[src/hw/rtl/ack_packet_deframer_checker_macros.svh]
// Assertion macros shared by the deframer RTL files.
`ifndef ACK_PACKET_DEFRAMER_CHECKER_MACROS_SVH
`define ACK_PACKET_DEFRAMER_CHECKER_MACROS_SVH

`ifndef SYNTHESIS

`define APDC_ASSERT_IMP(lbl, ante, cons, msg) \
  lbl: assert property (@(posedge clk_i) disable iff (!rst_ni) (ante) |-> (cons)) \
    else $error(msg);

`define APDC_ASSERT_NXT(lbl, ante, cons, msg) \
  lbl: assert property (@(posedge clk_i) disable iff (!rst_ni) (ante) |=> (cons)) \
    else $error(msg);

`else

`define APDC_ASSERT_IMP(lbl, ante, cons, msg)

`define APDC_ASSERT_NXT(lbl, ante, cons, msg)

`endif

`endif

[src/hw/rtl/apdc_pkg.sv]
// Shared types, constants and the CRC-16 byte update for the deframer.
package apdc_pkg;

  localparam int unsigned MaxPayloadDef  = 1024;
  localparam int unsigned ReportBytesDef = 64;
  localparam int unsigned LenW           = 11;
  localparam int unsigned WideW          = 18;

  localparam logic [7:0]  AckCommand = 8'hB0;
  localparam logic [15:0] CrcPoly    = 16'hA001;
  localparam logic [15:0] CrcInit    = 16'hFFFF;

  typedef enum logic [1:0] {
    StOk      = 2'd0,
    StXferErr = 2'd1,
    StBizErr  = 2'd2
  } status_e;

  typedef struct packed {
    logic [7:0] rx_byte;
    logic       report_start;
  } item_t;

  typedef struct packed {
    status_e         status;
    logic [7:0]      ack_code;
    logic [LenW-1:0] payload_length;
  } res_t;

  function automatic logic [15:0] crc_feed(input logic [15:0] crc, input logic [7:0] b);
    logic [15:0] c;
    c = crc ^ {8'h00, b};
    for (int k = 0; k < 8; k++) begin
      c = c[0] ? ((c >> 1) ^ CrcPoly) : (c >> 1);
    end
    return c;
  endfunction

endpackage

[src/hw/rtl/apdc_core.sv]
// Packet state and single-pass byte update: header, block check, business CRC.
`include "ack_packet_deframer_checker_macros.svh"

module apdc_core #(
  parameter int unsigned MaxPayload  = apdc_pkg::MaxPayloadDef,
  parameter int unsigned ReportBytes = apdc_pkg::ReportBytesDef
) (
  input  logic           clk_i,
  input  logic           rst_ni,
  input  logic           cfg_we_i,
  input  logic [7:0]     cfg_data_i,
  input  logic           item_vld_i,
  input  apdc_pkg::item_t item_i,
  input  logic           out_free_i,
  output logic           advance_o,
  output logic           res_push_o,
  output apdc_pkg::res_t res_o
);
  import apdc_pkg::*;

  localparam int unsigned PosW = $clog2(ReportBytes + 1);
  localparam int unsigned CntW = $clog2(MaxPayload + ReportBytes + 9);

  logic [7:0]      header_q;
  logic [PosW-1:0] pos_q, pos_d;
  logic [15:0]     tlen_q, tlen_d;
  logic [7:0]      bcc_q, bcc_d;
  logic            first_q, first_d;
  logic            skip_q, skip_d;
  logic            open_q, open_d;
  logic [CntW-1:0] cnt_q, cnt_d;
  logic [15:0]     blen_q, blen_d;
  logic [7:0]      cmd_q, cmd_d;
  logic [7:0]      code_q, code_d;
  logic [15:0]     crc_q, crc_d;
  logic [7:0]      crclo_q, crclo_d;
  logic            perr_q, perr_d;

  logic            start;
  logic [7:0]      b;
  logic            skip_s, open_s;
  logic [PosW-1:0] pos_s;
  logic [7:0]      bcc_s;
  logic [15:0]     tlen_n5;
  logic            in_payload, overshoot5;

  logic [WideW-1:0] idx_w, lw, total_w, cnt_w;
  logic [15:0]      blen_b, len_hi;
  logic [15:0]      crc_b;
  logic [7:0]       crclo_b;
  logic [CntW-1:0]  cnt_b;
  logic             perr_b;

  logic             res_vld_c;
  res_t             res_c;

  assign start   = item_i.report_start;
  assign b       = item_i.rx_byte;
  assign skip_s  = skip_q & ~start;
  assign pos_s   = start ? '0 : pos_q;
  assign bcc_s   = start ? 8'h00 : bcc_q;
  assign open_s  = open_q & ~(start & ~skip_q & (pos_q != '0));
  assign tlen_n5 = {b, tlen_q[7:0]};

  assign in_payload = WideW'(pos_s) < (WideW'(tlen_q) + WideW'(6));
  assign overshoot5 = (WideW'(tlen_n5) + WideW'(7)) > WideW'(ReportBytes);

  // business byte update
  assign idx_w  = WideW'(cnt_q);
  assign len_hi = {b, blen_q[7:0]};

  always_comb begin
    blen_b = blen_q;
    if (cnt_q == CntW'(3)) begin
      blen_b = {8'h00, b};
    end else if (cnt_q == CntW'(4)) begin
      blen_b = len_hi;
    end
  end

  assign lw     = WideW'(blen_b);
  assign perr_b = perr_q | ((cnt_q == CntW'(4)) && (WideW'(len_hi) > WideW'(MaxPayload)));

  always_comb begin
    crc_b   = crc_q;
    crclo_b = crclo_q;
    cnt_b   = cnt_q;
    priority if ((idx_w < WideW'(5)) || (idx_w < lw + WideW'(5))) begin
      crc_b = crc_feed(crc_q, b);
    end else if (idx_w == lw + WideW'(5)) begin
      crclo_b = b;
    end else if (idx_w == lw + WideW'(6)) begin
      crc_b = crc_q ^ {b, crclo_q};
    end else begin
      crc_b = crc_q;
    end
    if ((idx_w < WideW'(5)) || (idx_w <= lw + WideW'(7))) begin
      cnt_b = cnt_q + CntW'(1);
    end
  end

  assign total_w = WideW'(blen_q) + WideW'(7);
  assign cnt_w   = WideW'(cnt_q);

  always_comb begin
    pos_d     = pos_s;
    tlen_d    = tlen_q;
    bcc_d     = bcc_s;
    first_d   = first_q;
    skip_d    = skip_s;
    open_d    = open_s;
    cnt_d     = cnt_q;
    blen_d    = blen_q;
    cmd_d     = cmd_q;
    code_d    = code_q;
    crc_d     = crc_q;
    crclo_d   = crclo_q;
    perr_d    = perr_q;
    res_vld_c = 1'b0;
    res_c     = '{status: StOk, ack_code: 8'h00, payload_length: '0};

    if (!skip_s) begin
      pos_d = pos_s + PosW'(1);
      if (pos_s == '0) begin
        if (b != header_q) begin
          res_vld_c    = 1'b1;
          res_c.status = StXferErr;
        end
      end else if (pos_s <= PosW'(5)) begin
        bcc_d = bcc_s ^ b;
        if (pos_s == PosW'(3)) begin
          first_d = b[7];
        end else if (pos_s == PosW'(4)) begin
          tlen_d = {8'h00, b};
        end else if (pos_s == PosW'(5)) begin
          tlen_d = tlen_n5;
          if (overshoot5) begin
            res_vld_c    = 1'b1;
            res_c.status = StXferErr;
          end else if (first_q) begin
            open_d  = 1'b1;
            cnt_d   = '0;
            blen_d  = 16'h0000;
            cmd_d   = 8'h00;
            code_d  = 8'h00;
            crc_d   = CrcInit;
            crclo_d = 8'h00;
            perr_d  = tlen_n5 < 16'd7;
          end else if (!open_s) begin
            skip_d = 1'b1;
          end
        end
      end else if (in_payload) begin
        bcc_d   = bcc_s ^ b;
        blen_d  = blen_b;
        crc_d   = crc_b;
        crclo_d = crclo_b;
        cnt_d   = cnt_b;
        perr_d  = perr_b;
        if (cnt_q == '0) begin
          cmd_d = b;
        end else if (cnt_q == CntW'(1)) begin
          code_d = b;
        end
      end else begin
        priority if (b != bcc_s) begin
          res_vld_c    = 1'b1;
          res_c.status = StXferErr;
        end else if (perr_q) begin
          res_vld_c    = 1'b1;
          res_c.status = StBizErr;
        end else if (cnt_w == total_w) begin
          res_vld_c = 1'b1;
          if ((cmd_q != AckCommand) || (crc_q != 16'h0000)) begin
            res_c.status = StBizErr;
          end else begin
            res_c.status         = StOk;
            res_c.ack_code       = code_q;
            res_c.payload_length = blen_q[LenW-1:0];
          end
        end else if (cnt_w > total_w) begin
          res_vld_c    = 1'b1;
          res_c.status = StBizErr;
        end else begin
          skip_d = 1'b1;
        end
      end
      if (res_vld_c) begin
        skip_d = 1'b1;
        open_d = 1'b0;
      end
    end
  end

  assign advance_o  = item_vld_i & (~res_vld_c | out_free_i);
  assign res_push_o = advance_o & res_vld_c;
  assign res_o      = res_c;

  always_ff @(posedge clk_i or negedge rst_ni) begin
    if (!rst_ni) begin
      header_q <= 8'h00;
      pos_q    <= '0;
      tlen_q   <= 16'h0000;
      bcc_q    <= 8'h00;
      first_q  <= 1'b0;
      skip_q   <= 1'b1;
      open_q   <= 1'b0;
      cnt_q    <= '0;
      blen_q   <= 16'h0000;
      cmd_q    <= 8'h00;
      code_q   <= 8'h00;
      crc_q    <= CrcInit;
      crclo_q  <= 8'h00;
      perr_q   <= 1'b0;
    end else begin
      if (cfg_we_i) begin
        header_q <= cfg_data_i;
      end
      if (advance_o) begin
        pos_q   <= pos_d;
        tlen_q  <= tlen_d;
        bcc_q   <= bcc_d;
        first_q <= first_d;
        skip_q  <= skip_d;
        open_q  <= open_d;
        cnt_q   <= cnt_d;
        blen_q  <= blen_d;
        cmd_q   <= cmd_d;
        code_q  <= code_d;
        crc_q   <= crc_d;
        crclo_q <= crclo_d;
        perr_q  <= perr_d;
      end
    end
  end

  `APDC_ASSERT_IMP(a_err_fields_zero, res_push_o && (res_o.status != StOk), (res_o.ack_code == 8'h00) && (res_o.payload_length == '0), "error result carries nonzero fields")
  `APDC_ASSERT_NXT(a_result_closes, res_push_o, skip_q && !open_q, "result did not close the packet")
  `APDC_ASSERT_IMP(a_pos_in_report, !skip_q, pos_q < PosW'(ReportBytes), "byte position beyond report")

endmodule

[config.mk]
export PLATFORM = sky130hd
export DESIGN_NAME = apdc_core
export DESIGN_NICKNAME = d
export VERILOG_FILES = /design/src/hw/rtl/apdc_pkg.sv /design/src/hw/rtl/apdc_core.sv
export VERILOG_INCLUDE_DIRS = /design/src /design/src/hw/rtl
export SDC_FILE = /design/constraint.sdc
export NUM_CORES = 1
export LEC_CHECK = 0
export ABC_AREA = 1
export BUFFER_PORTS_ARGS = -buffer_cell sky130_fd_sc_hd__clkbuf_2
export CAP_MARGIN = 10
export CORE_UTILIZATION = 64
export CTS_CLUSTER_SIZE = 8
export DETAILED_ROUTE_END_ITERATION = 10
export PLACE_DENSITY_LB_ADDON = 0.1
export SYNTH_ARGS = -nofsm -noshare
export SYNTH_HDL_FRONTEND = slang
export SYNTH_SLANG_ARGS = --single-unit
export TNS_END_PERCENT = 50
[constraint.sdc]
create_clock -name clk_i -period 5.7 [get_ports clk_i]
set_input_delay 1.14 -clock clk_i [delete_from_list [all_inputs] [get_ports clk_i]]
set_output_delay 1.14 -clock clk_i [all_outputs]
set_load 0.02 [all_outputs]
* After elaboration in Yosys (flattened, before gate mapping) *
Index checks and enable logic that the tools add are counted.

word-level totals
  output and inout bits = 23
  register bits = 110

cells by class
  mux-type cells = 125
  magnitude comparators = 9
  bitwise logic cells = 26
  eq/ne operators = 20
  reduce and logical (&&, ||, !) cells = 24
  add/sub/neg operators = 8

operators by type and width
  operator                                                     count
  2-to-1 mux 16 bit                                            29
  2-to-1 mux 8 bit                                             21
  2-to-1 mux 19 bit                                            6
  adder 16 x 3 -> 17 bit, second input constant                6
  2-to-1 mux 11 bit                                            8
  equality test 11 x 17 -> 1 bit                               3
  2-to-1 mux 1 bit                                             50
  2-to-1 mux 21 bit                                            2
  AND reduction 11 bit                                         3
  inverter 2 -> 3 bit                                          8
  AND reduction 10 bit                                         2
  less-than comparator 11 x 18 -> 1 bit                        1
  > comparator 11 x 17 -> 1 bit                                1
  > comparator 17 x 7 -> 1 bit, second input constant          1
  <= comparator 11 x 17 -> 1 bit                               1
  less-than comparator 7 x 17 -> 1 bit                         1
  > comparator 16 x 11 -> 1 bit, second input constant         1
  less-than comparator 16 x 3 -> 1 bit, second input constant  1
  != test 8 bit                                                2
  nonzero test 16 bit                                          1
  bitwise XOR 16 bit                                           1
  bitwise XOR 16 x 8 -> 16 bit                                 1
  equality test 7 x 3 -> 1 bit, second input constant          2
  2-to-1 mux 2 bit                                             7
  other kinds (27)                                             53

* Logic depth before layout (Yosys ltp) *
  depth in word-level cells = 20
  depth in mapped cells = 32
  depth with buffers taken out = 29

* Least setup slack after synthesis *
Ideal clock, no wire load.

  path kind = input port to output port
  start = in item_i[1] (netlist name)
  end = out res_push_o
  data required time = 4.560 ns
  stages on the path = 17
  arrival = 3.353 ns
  path slack = 1.207 ns
  buffers on the path = 3
  path through = buf_4 -> inv_2 -> buf_2 -> nor3_2 -> nand3_1 -> nand2_1 -> inv_1 -> nor2_1 -> nand3_1 -> nor2_1 -> nor2_1 -> nor2_1 -> nand2_1 -> nand3_1 -> nand2_2 -> clkbuf_1 -> nor3_1

on the way
  longest elaborated chain between the ends = 14
  elaborated cells on any way between the ends = 19
  those cells by class = add/sub: 1; order compare: 1; eq/ne: 2; mux: 11; bitwise: 4

ends and longest elaborated chain
  what                              line              RTL
  start: declaration                apdc_core.sv:13   input apdc_pkg::item_t item_i,
  adder 16 x 3 -> 17 bit            apdc_core.sv:66   assign overshoot5 = (WideW'(tlen_n5) + WideW'(7)) > WideW'(ReportBytes);
  > comparator 17 x 7 -> 1 bit      apdc_core.sv:66
  2-to-1 mux 1 bit                  apdc_core.sv:137  if (overshoot5) begin
  2-to-1 mux 1 bit                  apdc_core.sv:135  end else if (pos_s == PosW'(5)) begin
  2-to-1 mux 1 bit                  apdc_core.sv:133  end else if (pos_s == PosW'(4)) begin
  2-to-1 mux 1 bit                  apdc_core.sv:131  if (pos_s == PosW'(3)) begin
  2-to-1 mux 1 bit                  apdc_core.sv:129  end else if (pos_s <= PosW'(5)) begin
  2-to-1 mux 1 bit *                apdc_core.sv:124  if (pos_s == '0) begin
  2-to-1 mux 1 bit * (2 in series)  apdc_core.sv:122  if (!skip_s) begin
  inverter 1 bit                    apdc_core.sv:195  assign advance_o = item_vld_i & (~res_vld_c | out_free_i);
  OR 1 bit                          apdc_core.sv:195
  bitwise AND 1 bit                 apdc_core.sv:195
  bitwise AND 1 bit *               apdc_core.sv:196  assign res_push_o = advance_o & res_vld_c;
  end: declaration                  apdc_core.sv:16   output logic res_push_o,

Mark *: on every way between the ends. The rest lies on a longest branch, timed or not. The select of a mux whose other input is x is not followed.

==> results_dict.tcl <==
set metrics [dict create \
    setup.worst_path.start_class "flop" \
    path_class "reg -> out" \
    grt.total_usage_pct 38.9 \
    cts_tree "built" \
    yosysTopAreaCellShare_pct 22.7 \
    synth-seq-area-share_pct 27.0 \
    power_frac_comb_pct 26.9 \
    cp.required_ns 4.56 \
    synth_cells 1505 \
    grt_pass1_wl_mm 49.6 \
    die_w_um 129 \
    cp-end-kind "primary output" \
    core-area_sq_um 15400 \
    relSlewSlack_pct 34.1 \
    cts-root-buf "clkbuf_16" \
    routed_wl_mm 30.6 \
    rsz0062_at_grt "false" \
    rows 45 \
    p_leak_nw 5.50 \
    fmax_mhz 185 \
    ys_warn_count 0 \
    final_nets 1614 \
    drive_above_1_share_pct 13.5 \
    area_growth_syn_to_layout_pct 7.37 \
    worst_pin_slew_ns 0.979 \
    yosys-top-cells-area "dfrtp_1, nand2_1, nand3_1" \
    avgSynthCellArea_sq_um 6.82 \
    post-cts-setup-buffers 0 \
    period_share_pct 94.6 \
    drc 0 \
    p_int_mw 1.46 \
    die_area_sq_um 16600 \
    postCtsResizedCells 0 \
    min_period_ns 5.39 \
    overflow 0 \
    clk_latency_ns 0.36 \
    fin_ws_ns 0.307 \
    worst_ep_arrival_time_ns 4.25 \
    cts_inserted_buffers 9 \
    netSwitchingPower_mw 0.792 \
    setup_viol 0 \
    dpl.hpwl_mm 23.2 \
    die_y_um 129 \
    syn_area_sq_um 10300 \
    hp-class "reg -> reg" \
    ys_types 55 \
    final_util_pct 71.5 \
    cts_buffer_depth 2 \
    synth_top_area_cell "dfrtp_1" \
    cap_violations 0 \
    antenna_cells 0 \
    h-tree-depth 3 \
    outcome "complete, no violations" \
    start_util_pct 66.6 \
    grt_antenna_before_repair 0 \
    grt_max_degree 73 \
    synth_ff_type "dfrtp_1" \
    portBuffers 44 \
    crit_fanout 14 \
    ys_ff_latch 110 \
    clkPwrFrac_pct 31.8 \
    place_ws_ns 0.456 \
    p_sw_share_pct 35.2 \
    wl_per_cell_um 17.4 \
    setup_tns_ns 0 \
    first_pass_iters 7 \
    async_reset_ff_share_pct 100 \
    regArea_sq_um 2770 \
    powerDensity_nw_per_um2 204 \
    syn_nets 1579 \
    ant_nets 0 \
    clock_skew_ns 0.00823 \
    clkTransAtPathRegs_ns 0.08 \
    place_congestion 1.06 \
    vdd_drop_max_uv 212 \
    cts_sinks 110 \
    multi_input_area_sq_um 6750 \
    grt_pass1_vias 9645 \
    num_vias 10400 \
    seqPwrFrac_pct 41.3 \
    reg2reg_slack_ns 0.76 \
    power_mw 2.25 \
    instances_no_fill 1756 \
    finalMaxSlewViolations 0 \
    hold_viol 0 \
    io_pins 45 \
    cts-hold-fix-buffers 0 \
    vias_per_cell 5.93 \
    nFillCells 1337 \
    place_inst 1740 \
    drtIter0Drc 1033 \
    synth_edf_count 0 \
]
synth_stat cells, drive strengths merged (8+ instances only):
cell      n
nand3   211
ha       52
clkbuf   14
nand4    25
xor2     81
inv     129
nor4     14
a21oi    26
buf      31
nand2   509
xnor2    23
o21ai    41
nor2    148
nor3b    12
dfrtp    93
dfstp    17
nor3     36
nand3b    8
placed cells by master (no fill, tap or decap), types with 9 or more instances in the layout:
cell and instances:
xor2_1 81, nor2_1 124, buf_4 26, nand2_1 467, o21ai_0 37, nand2_2 30, nor3b_1 11, clkbuf_16 9
a21oi_1 26, nand2_4 10, xnor2_1 23, nand3_2 9, nor2_2 10, nand4_1 25, inv_1 114, nand3_1 199
ha_1 52, inv_2 15, dfstp_2 17, nor3_1 33, clkbuf_2 43, nor4_1 14, dfrtp_1 93
per-layer routing:
metal / vias up / wire (um) / global-route usage [%]
met2: 534 / 13700 / 60.7
met5: - / 0 / 0
met4: 0 / 1380 / 20.1
li1: 4975 / - / -
met1: 4776 / 12800 / 52.0
met3: 120 / 2680 / 6.82
area by class of cell:
type	instances	share of cell area (%)
clock buffers	10	2.08
clock inverters	6	0.919
inverters	133	4.53
multi-input cells	1217	61.2
flip-flops and latches	110	25.2
well taps	211	2.39
repair buffers	69	3.72
worst paths after layout:
| kind | cells past startpoint | endpoint | start |
|---|---|---|---|
| max | 16 | res_o[17] | blen_q[0]$_DFFE_PN0P_ |
| min reg2reg | 2 | code_q[3]$_DFFE_PN0P_ | code_q[3]$_DFFE_PN0P_ |
| min | 2 | code_q[3]$_DFFE_PN0P_ | code_q[3]$_DFFE_PN0P_ |
| min in group asynchronous | 1 | cnt_q[6]$_DFFE_PN0P_ | rst_ni |
| max in group asynchronous | 2 | crc_q[5]$_DFFE_PN1P_ | rst_ni |
| max reg2reg | 28 | crc_q[2]$_DFFE_PN1P_ | cnt_q[1]$_DFFE_PN0P_ |
power by group through the flow:
stage               logic [mW]  clock network (mW)  registers, mW
floorplan                0.445                   0          0.917
global placement         0.578                   0          0.939
detailed placement       0.592                   0          0.942
CTS                      0.595               0.721          0.928
global route             0.682               0.748          0.942
finish                   0.606               0.715          0.930
registers in the layout, indices dropped and copies added (netlist names):
signal and count:
bcc_q 8, blen_q 16, cmd_q 8, cnt_q 11
code_q 8, crc_q 16, crclo_q 8, first_q 1
header_q 8, open_q 1, perr_q 1, pos_q 7
skip_q 1, tlen_q 16
metrics by stage:
step	hold slack (ns)	cell area, sq um
after floorplan	0.433	10300
after global placement	0.447	10700
after detailed placement	0.450	10700
after CTS	0.471	11000
after global routing	0.490	11000
final	0.467	11000
logic make-up after synthesis:
group | share of synthesized area, %
mux | 0.548
fa+ha+maj | 6.33
simple gates | 45.1
flops | 27.0
buf+inv | 7.27
compound gates | 4.62
xor+xnor | 9.09
worst max-delay path, cell delays in order (launching register included):
cell,delay (ns)
dfrtp_1,0.35
inv_1,0.13
ha_1,0.25
inv_1,0.08
nor2_1,0.08
nor3_1,0.37
and2_1,0.26
xor2_1,0.09
ha_1,0.30
nand2_1,0.06
inv_1,0.08
nand4_1,0.14
nor4_1,0.43
nand4_1,0.47
buf_4,0.36
nor3b_1,0.24
clkbuf_2,0.21
(Power assumes the default switching activity.)
